--- config.mk ---
export PLATFORM = sky130hd
export DESIGN_NAME = ias_ctrl
export DESIGN_NICKNAME = d
export VERILOG_FILES = /design/src/hw/rtl/ias_pkg.sv /design/src/hw/rtl/ias_ctrl.sv
export SDC_FILE = /design/constraint.sdc
export NUM_CORES = 1
export LEC_CHECK = 0
export BUFFER_PORTS_ARGS = -buffer_cell sky130_fd_sc_hd__buf_2
export CAP_MARGIN = 5
export CORE_AREA = 3 3 40 42
export CTS_BUF_LIST = sky130_fd_sc_hd__clkbuf_2 sky130_fd_sc_hd__clkbuf_4 sky130_fd_sc_hd__clkbuf_8
export DETAILED_ROUTE_END_ITERATION = 8
export DIE_AREA = 0 0 43 45
export HOLD_SLACK_MARGIN = 0.05
export PLACE_DENSITY = 0.62
export SYNTH_ARGS = -nofsm -noshare
export SYNTH_HDL_FRONTEND = slang
export SYNTH_SLANG_ARGS = --single-unit
--- constraint.sdc ---
create_clock -name clk -period 1.6 [get_ports clk]
set_input_delay 0.16 -clock clk [delete_from_list [all_inputs] [get_ports clk]]
set_output_delay 0.16 -clock clk [all_outputs]
set_load 0.05 [all_outputs]
--- src/hw/rtl/ias_pkg.sv ---
// ============================================================================
// ias_pkg: shared types and constants for the icon animation sequencer
// Field layout of the stream payloads, storage geometry, the sequence word
// codes and the command and status bundles between controller and datapath.
// ============================================================================
package ias_pkg;

  // Storage geometry.
  localparam int ICON_COUNT = 64;
  localparam int SEQ_LENGTH = 64;

  localparam int ICON_AW  = (ICON_COUNT > 1) ? $clog2(ICON_COUNT) : 1;
  localparam int POS_AW   = $clog2(SEQ_LENGTH);
  localparam int WADDR_W  = ICON_AW + POS_AW;

  // Field widths.
  localparam int ACTION_W = 2;
  localparam int ICON_W   = 6;
  localparam int ENTRY_W  = 6;
  localparam int WORD_W   = 16;
  localparam int DELAY_W  = 8;
  localparam int PAL_W    = 3;
  localparam int BMP_W    = 3;
  localparam int FLIP_W   = 2;

  // Input tdata: icon, entry, entry_word from bit 0 up, padded to bytes.
  localparam int ICON_LSB    = 0;
  localparam int ENTRY_LSB   = ICON_LSB + ICON_W;
  localparam int WORD_LSB    = ENTRY_LSB + ENTRY_W;
  localparam int IN_FIELDS_W = WORD_LSB + WORD_W;
  localparam int IN_TDATA_W  = ((IN_FIELDS_W + 7) / 8) * 8;

  // Output tdata: palette_index, bitmap_index, flip_mode from bit 0 up.
  localparam int OUT_FIELDS_W = PAL_W + BMP_W + FLIP_W;
  localparam int OUT_TDATA_W  = ((OUT_FIELDS_W + 7) / 8) * 8;

  // Bit positions inside a sequence word.
  localparam int SW_BMP_LSB = 8;
  localparam int SW_PAL_LSB = 11;
  localparam int SW_FLIPH   = 14;
  localparam int SW_FLIPV   = 15;

  // Action codes carried on in_tuser.
  localparam logic [ACTION_W-1:0] ACT_TICK  = 2'd0;
  localparam logic [ACTION_W-1:0] ACT_LOAD  = 2'd1;
  localparam logic [ACTION_W-1:0] ACT_CLEAR = 2'd2;

  // Sequence word codes.
  localparam logic [WORD_W-1:0] WORD_STATIC      = 16'h0001;
  localparam logic [WORD_W-1:0] WORD_STATIC_NEXT = 16'h0100;
  localparam logic [WORD_W-1:0] DELAY_MASK       = 16'h00FF;
  localparam logic [WORD_W-1:0] WORD_END         = 16'h0000;

  localparam logic [DELAY_W-1:0] DELAY_MAX = '1;
  localparam logic [POS_AW:0]    SEQ_LEN_V = (POS_AW + 1)'(SEQ_LENGTH);

  typedef logic [ICON_AW-1:0] icon_idx_t;
  typedef logic [POS_AW-1:0]  pos_t;
  typedef logic [WADDR_W-1:0] waddr_t;

  // Commands from the controller to the datapath.
  typedef struct packed {
    logic init_step;   // one step of the clearing pass after reset
    logic capture;     // take the request into the item registers
    logic load_wr;     // write one sequence word, rewind the position
    logic clear_step;  // zero one word of the addressed icon
    logic lat_state;   // position and delay count are on the read port
    logic lat_cur;     // current word is on the read port
    logic finish;      // next word is on the read port: update, emit
  } ias_cmd_t;

  // Status from the datapath to the controller.
  typedef struct packed {
    logic init_last;
    logic clear_last;
    logic icon_ok;
    logic entry_ok;
    logic out_busy;
  } ias_sts_t;

  // Icon number to memory row index, extended or truncated as needed.
  function automatic icon_idx_t icon_index(input logic [ICON_W-1:0] icon);
    logic [ICON_AW+ICON_W-1:0] wide;
    wide = {{ICON_AW{1'b0}}, icon};
    return wide[ICON_AW-1:0];
  endfunction

  // Entry number to word position, extended or truncated as needed.
  function automatic pos_t entry_pos(input logic [ENTRY_W-1:0] entry);
    logic [POS_AW+ENTRY_W-1:0] wide;
    wide = {{POS_AW{1'b0}}, entry};
    return wide[POS_AW-1:0];
  endfunction

endpackage

--- src/hw/rtl/ias_ctrl.sv ---
// ============================================================================
// ias_ctrl: sequencer controller
// State machine that takes requests and steps the datapath through the
// clearing pass, loads, icon clears and the three reads of a tick.
// ============================================================================
module ias_ctrl (
  input  logic                          clk,
  input  logic                          rst_n,
  input  logic                          in_tvalid,
  input  logic [ias_pkg::ACTION_W-1:0]  in_action,
  output logic                          in_tready,
  input  ias_pkg::ias_sts_t             sts,
  output ias_pkg::ias_cmd_t             cmd
);
  import ias_pkg::*;

  typedef enum logic [2:0] {
    ST_INIT,
    ST_IDLE,
    ST_LOAD,
    ST_CLR,
    ST_T_POS,
    ST_T_CUR,
    ST_T_NXT
  } state_t;

  state_t state_r, state_nxt;
  logic   ready_r, ready_nxt;

  always_comb begin
    state_nxt = state_r;
    cmd       = '0;
    case (state_r)
      ST_INIT: begin
        cmd.init_step = 1'b1;
        if (sts.init_last) begin
          state_nxt = ST_IDLE;
        end
      end
      ST_IDLE: begin
        if (in_tvalid && ready_r) begin
          cmd.capture = 1'b1;
          case (in_action)
            ACT_TICK:  state_nxt = ST_T_POS;
            ACT_LOAD:  state_nxt = ST_LOAD;
            ACT_CLEAR: state_nxt = ST_CLR;
            default:   state_nxt = ST_IDLE;
          endcase
        end
      end
      ST_LOAD: begin
        cmd.load_wr = sts.icon_ok && sts.entry_ok;
        state_nxt   = ST_IDLE;
      end
      ST_CLR: begin
        if (!sts.icon_ok) begin
          state_nxt = ST_IDLE;
        end else begin
          cmd.clear_step = 1'b1;
          if (sts.clear_last) begin
            state_nxt = ST_IDLE;
          end
        end
      end
      ST_T_POS: begin
        cmd.lat_state = 1'b1;
        state_nxt     = ST_T_CUR;
      end
      ST_T_CUR: begin
        cmd.lat_cur = 1'b1;
        state_nxt   = ST_T_NXT;
      end
      ST_T_NXT: begin
        // Hold here until the output register can take the result.
        if (!sts.out_busy) begin
          cmd.finish = 1'b1;
          state_nxt  = ST_IDLE;
        end
      end
      default: begin
        state_nxt = ST_INIT;
      end
    endcase
    ready_nxt = (state_nxt == ST_IDLE);
  end

  always_ff @(posedge clk) begin
    if (!rst_n) begin
      state_r <= ST_INIT;
      ready_r <= 1'b0;
    end else begin
      state_r <= state_nxt;
      ready_r <= ready_nxt;
    end
  end

  assign in_tready = ready_r;

endmodule

**Yosys cells after proc, flatten, opt, wreduce, memory -nomap -nowiden**

Cells that the tools add are included.

- Bits of input ports: 10
- Flip-flop bits (word level): 4
- Logic and storage cells: 32
- Output and inout port bits: 8

- Equality and inequality tests: 9
- Muxes and demuxes: 17
- Reductions and logical operators: 4

Operators by type and width:

| kind | number |
|---|---|
| $pmux 3 s7 | 1 |
| $mux 3 | 5 |
| $mux 1 | 10 |
| $eq 3x3->1 const B | 3 |
| $pmux 3 s3 | 1 |
| $eq 3x1->1 const B | 2 |
| $eq 3x2->1 const B | 2 |
| $logic_not 3->1 | 1 |
| $eq 2x1->1 const B | 1 |
| $eq 2x2->1 const B | 1 |
| $logic_and 1x1->1 | 2 |
| $logic_not 2->1 | 1 |

**Longest topological paths before layout**

Gate-level depths: netlist of the first run.

- Depth in word-level cells: 5
- Mapped depth: 5
- Depth with buffers taken out: 5

**Least setup slack after synthesis of the first run**

No wires, ideal clock.

- Path kind: reg-to-output
- Start: reg state_r[1]
- End: out cmd[4] (netlist bit)
- Required time: 1440 ps
- Buffers on the path: 1
- Path slack: -781 ps
- Arrival time: 2221 ps
- Stages on the path, launching flop included: 4
- Path through: dfxtp_1 > buf_2 > nand2_1 > nor4b_1

RTL lines:

| element | line | RTL |
|---|---|---|
| start, declared | ias_ctrl.sv:27 | `state_t state_r, state_nxt;` |
| start signal, assigned | ias_ctrl.sv:92 | `state_r <= state_nxt;` |
| end, declared | ias_ctrl.sv:13 | `output ias_pkg::ias_cmd_t cmd` |

==> qor.yml, run 1 <==
run_status:
  status: "finished, final reports clean"
setup_path:
  crit_type: "reg2out"
  path_cells: "buf_4, inv_1, nand2_1, nor3_2, buf_4"
  cp_max_fo: 7
  cpMaxStageDelayCell: "dfxtp_1"
  cp_data_arrival_time_ns: 1.33
  cpPeakStageDelay_ns: 0.36
  cp_num_cells: 5
  path_buf_inv: 3
  startpoint_type: "flip-flop"
  r2r_cells: 4
  cp_data_required_time_ns: 1.44
  path_delay_family: "buffers and inverters"
  end_kind: "output port"
  critPathMostFrequentCell: "buf_4"
floorplanning:
  io_pins: 18
  dieWidth_um: 43
  die_area_um2: 1935
  die_height_um: 45
  start_util: 0.2687
  core-area_um2: 1285
  rows: 13
global_routing:
  grtUsageTotal: 0.09900
  grt_pass1_wl_um: 1428
  grt_pass1_vias: 367
  antenna_found_initial: 0
  grt-ovfl-total: 0
  grt_max_degree: 10
finish:
  final_core_util: 0.3914
  antenna_cells: 0
  regArea_um2: 81.33
  drive_above_1_share: 0.5000
  fillers: 140
  areaGrowthSynthToFinish_pct: 45.65
  fin_nets: 79
  multiInputGateArea_um2: 254.0
detailed_routing:
  avgViaCountPerCell: 4.848
  drtIter0Drc: 0
  drc: 0
  wire_per_inst_um: 10.33
  num_vias: 383
  drt_pass1_iterations: 1
  wl_um: 816
  ant_nets: 0
synthesis:
  yosysMostFrequentCell: "nand2_1"
  syn_area_per_cell_um2: 7.848
  ys.flop_type: "dfxtp_1"
  synth_area_leader_cell: "dfxtp_1"
  synth.area.top_cells: "dfxtp_1, ha_1, nor3_1, nand2_1, nor2b_1"
  netlist.area_leader.share: 0.2319
  ys_types: 23
  synth_seq_cells: 4
  synth-edff-count: 0
  synth_warnings: 0
  yosys-top-cells-count: "nand2_1, dfxtp_1, nor2_1, nor3_1"
  async_flop_share: 0
  synth_area_um2: 345.3
  yosysSeqAreaShare: 0.2319
  syn_inst: 44
  syn-num-nets: 57
power_and_ir_drop:
  p_leak_nw: 0.2392
  switching_share: 0.3151
  finalPower_uw: 329.0
  clockPowerShare: 0.366
  combPwrFrac: 0.279
  p_int_uw: 225.3
  p_seq_frac: 0.355
  irDropWorstVdd_mv: 0.2801
  switchingPower_uw: 103.7
  power_density_nw_per_um2: 654.2
clock_network:
  ctsHoldBuffers: 0
  clockBufferDepth: 2
  cts_tree: "built"
  cts-root-buf: "clkbuf_4"
  cts_resized: 0
  clock_latency_ns: 0.23
  cts_setup_buffers: 0
  clock_sinks: 4
  htree_num_levels: 1
  clk_pin_slew_ns: 0.04
  cts_inserted_buffers: 3
run:
  maxCapViolations: 0
place:
  gp_congestion: 0.7190
  port_buffers: 17
  dp_hpwl_um: 716.6
sta:
  clock_skew_ns: 0.0006629
  hold_viol_final: 0
  setup_viol: 0
  rsz0062_at_grt: "no"
  worst_pin_slew_ns: 0.3295
  max_freq_mhz: 670.8
  timing.final.crit_share: 0.9317
  period_minus_slack_ns: 1.491
  finalMaxSlewViolations: 0
  slew_headroom: 0.7780
worst_hold_path:
  hp-class: "in2reg"
  worstHoldPathCells: 2
==> logic make-up (layout without fill, tap and decap cells) <==
group | count (synthesis) | count (layout) | synth area share
simple gates | 24 | 24 | 0.4131
buf+inv | 6 | 26 | 0.09420
flops | 4 | 4 | 0.2319
fa+ha+maj | 3 | 3 | 0.1087
compound gates | 7 | 7 | 0.1522
==> sequential cells by signal, summed over array words and instances (netlist names) <==
signal	count
state_r	3
in_tready	1
==> layout make-up <==
type | count | area share
Clock buffer | 3 | 0.04478
Inverter | 3 | 0.02239
Multi-Input combinational cell | 34 | 0.5050
Sequential cell | 4 | 0.1617
Tap cell | 15 | 0.03731
Timing Repair Buffer | 20 | 0.2289
==> metrics by stage <==
step	worst slack, ns	hold WS, ns	cells	setup TNS, ns	instance area (µm²)
finish	0.1093	0.1763	79	0	503.0
global route	0.01632	0.1940	79	0	503.0
CTS	0.02945	0.1677	79	0	494.2
detailed placement	0.1766	0.4060	76	0	471.7
global placement	0.2148	0.4233	76	0	471.7
floorplan	-0.1231	0.2882	44	-0.2400	366.6
==> layout by cell type (no fill, tap or decap) <==
master / n
nand2b_1: 1
and4bb_2: 1
dfxtp_1: 3
dfxtp_2: 1
nand3_1: 1
a21oi_1: 1
ha_1: 3
nor3_2: 3
clkbuf_4: 4
or4_1: 1
inv_1: 3
a41oi_1: 1
o21bai_1: 1
nor4b_2: 2
o21ai_0: 2
a31oi_1: 1
nor2b_1: 3
buf_2: 14
buf_4: 5
nor2_1: 4
nor3_1: 1
a311oi_2: 1
nor2_2: 1
nand2_1: 5
and3b_1: 1
==> power by group through the flow <==
stage	logic [mW]	registers (mW)	clock network (mW)
after detailed placement	0.0920	0.118	0
after global routing	0.101	0.117	0.139
after CTS	0.0924	0.117	0.127
after floorplan	0.0586	0.121	0
final	0.0919	0.117	0.120
after global placement	0.0918	0.118	0
==> path summary, 6_finish.rpt <==
check	from	end	slack, ns
hold / removal	rst_n	state_r[0]$_SDFF_PN0_	0.18
setup reg to reg	state_r[0]$_SDFF_PN0_	in_tready$_SDFF_PN0_	0.25
setup / recovery	state_r[2]$_SDFF_PN0_	cmd[5]	0.11
hold reg to reg	state_r[0]$_SDFF_PN0_	state_r[2]$_SDFF_PN0_	0.71
==> metal layers <==
| layer | share of wire | vias up | GRT usage |
|---|---|---|---|
| met5 | 0 | - | 0 |
| met4 | 0 | 0 | 0.07229 |
| met3 | 0.067 | 0 | 0.02390 |
| met2 | 0.50 | 12 | 0.1617 |
| met1 | 0.43 | 177 | 0.1130 |
| li1 | - | 194 | - |
Note: power is estimated with default switching activity, not from simulation.
==> inputs of run 2 (changes only) <==
--- a/config.mk
+++ b/config.mk
@@ -9,10 +9,12 @@
 export CAP_MARGIN = 5
 export CORE_AREA = 3 3 40 42
 export CTS_BUF_LIST = sky130_fd_sc_hd__clkbuf_2 sky130_fd_sc_hd__clkbuf_4 sky130_fd_sc_hd__clkbuf_8
+export CTS_CLUSTER_SIZE = 16
 export DETAILED_ROUTE_END_ITERATION = 8
 export DIE_AREA = 0 0 43 45
 export HOLD_SLACK_MARGIN = 0.05
 export PLACE_DENSITY = 0.62
+export RECOVER_POWER = 100
 export SYNTH_ARGS = -nofsm -noshare
 export SYNTH_HDL_FRONTEND = slang
 export SYNTH_SLANG_ARGS = --single-unit
==> run 2 against run 1 <==
Clock-buffer cell count unchanged. Combinational power down 2.4%. Clock power about the same. Non-clock buffer count unchanged.
==> qor.yml, run 2 (synthesis results as in run 1) <==
setup_path:
  cpMaxStageDelayCell: "dfxtp_1"
  path_cells: "buf_4, inv_1, nand2_1, nor3_2, buf_4"
  r2r_cells: 4
  crit_type: "reg2out"
  cp_max_fo: 7
  cp_data_arrival_time_ns: 1.33
  end_kind: "output port"
  cp_data_required_time_ns: 1.44
  startpoint_type: "flip-flop"
  cpPeakStageDelay_ns: 0.36
  critPathMostFrequentCell: "buf_4"
  ff2ff_setup_slack_ns: 0.26
  rr_endpoint: "in_tready$_SDFF_PN0_"
  reg2reg_from: "state_r[0]$_SDFF_PN0_"
clock_network:
  ctsHoldBuffers: 0
  cts_setup_buffers: 0
  clk_pin_slew_ns: 0.04
  clock_sinks: 4
  cts_tree: "built"
  cts_inserted_buffers: 3
  cts-root-buf: "clkbuf_4"
  cts_resized: 0
  htree_num_levels: 1
  clock_latency_ns: 0.23
  clockBufferDepth: 2
detailed_routing:
  ant_nets: 0
  drt_pass1_iterations: 2
  drc: 0
  wl_um: 815
  num_vias: 383
  avgViaCountPerCell: 4.848
  wire_per_inst_um: 10.32
  drtIter0Drc: 2
finish:
  layout_common_cells: "buf_2, nand2_1"
  drive_above_1_share: 0.4844
  regMostFlops: "state_r"
  multiInputGateArea_um2: 254.0
  fillers: 142
  stdcell_area_um2: 499.2
  layout_commonest_cell: "buf_2"
  areaGrowthSynthToFinish_pct: 44.57
  largest_reg_flops: 3
  fin_nets: 79
  antenna_cells: 0
  regArea_um2: 81.33
worst_hold_path:
  worst_hold_startpoint: "rst_n"
  worstHoldPathCells: 2
  hold-path-endpoint: "state_r[0]$_SDFF_PN0_"
  hp-class: "in2reg"
sta:
  timing.final.crit_share: 0.9335
  max_freq_mhz: 669.5
  period_minus_slack_ns: 1.494
  setup_viol: 0
  hold_viol_final: 0
  rsz0062_at_grt: "no"
  finalMaxSlewViolations: 0
  worst_pin_slew_ns: 0.5905
  slew_headroom: 0.6080
  clock_skew_ns: 0.0004702
global_routing:
  grtUsageTotal: 0.09900
  grt-ovfl-total: 0
  antenna_found_initial: 0
  grt_pass1_wl_um: 1428
  grt_pass1_vias: 367
  grt_max_degree: 10
floorplanning:
  core-area_um2: 1285
  die_area_um2: 1935
  die_height_um: 45
  io_pins: 18
  start_util: 0.2687
  rows: 13
  dieWidth_um: 43
place:
  port_buffers: 17
  dpl-instance-area_um2: 471.7
  gp_congestion: 0.7190
  dp_hpwl_um: 716.6
run_status:
  status: "finished, final reports clean"
power_and_ir_drop:
  irDropWorstVdd_mv: 0.2798
  power_density_nw_per_um2: 654.4
  p_leak_nw: 0.2337
  finalPower_uw: 326.7
run:
  maxCapViolations: 0
[run 2: routing by layer]
metal	vias up	share of wire	GRT usage
li1	194	-	-
met1	177	0.43	0.1130
met2	12	0.50	0.1617
met3	0	0.074	0.02390
met4	0	0	0.07229
met5	-	0	0
[run 2: how the worst max path moves through the flow]
stage                                from                   end  slack [ns]
finish              state_r[2]$_SDFF_PN0_                cmd[5]        0.11
global placement             in_action[0]  in_tready$_SDFF_PN0_        0.21
floorplan           state_r[1]$_SDFF_PN0_                cmd[6]       -0.12
global route        state_r[2]$_SDFF_PN0_                cmd[3]        0.02
CTS                 state_r[2]$_SDFF_PN0_                cmd[5]        0.03
detailed placement           in_action[0]  in_tready$_SDFF_PN0_        0.18
[run 2: cell type report]
type | count | area share
Multi-Input combinational cell | 34 | 0.5088
Sequential cell | 4 | 0.1629
Clock buffer | 3 | 0.04511
Timing Repair Buffer | 20 | 0.2231
Tap cell | 15 | 0.03759
Inverter | 3 | 0.02256
[run 2: critical path: cells and delay by family, from the launching register on]
kind	cells	cell delay, ns
buffers and inverters	3	0.49
flip-flops	1	0.36
AND/OR/NAND/NOR	2	0.25
[run 2: per-stage QoR]
step | std cells | hold WS [ns] | util | setup TNS (ns) | setup WS (ns)
floorplan | 44 | 0.2882 | - | -0.2400 | -0.1231
CTS | 79 | 0.1677 | 0.3846 | 0 | 0.02945
global route | 79 | 0.1940 | 0.3885 | 0 | 0.01647
global placement | 76 | 0.4233 | 0.3671 | 0 | 0.2148
finish | 79 | 0.1765 | 0.3885 | 0 | 0.1064
detailed placement | 76 | 0.4060 | 0.3671 | 0 | 0.1766
[run 2: where the power goes]
group	leakage (nW)	total [mW]	internal [mW]	switching, mW
clock	0.0138	0.120	0.0836	0.0366
sequential	0.0333	0.117	0.107	0.0100
combinational	0.187	0.0897	0.0327	0.0570
total	0.234	0.327	0.223	0.104
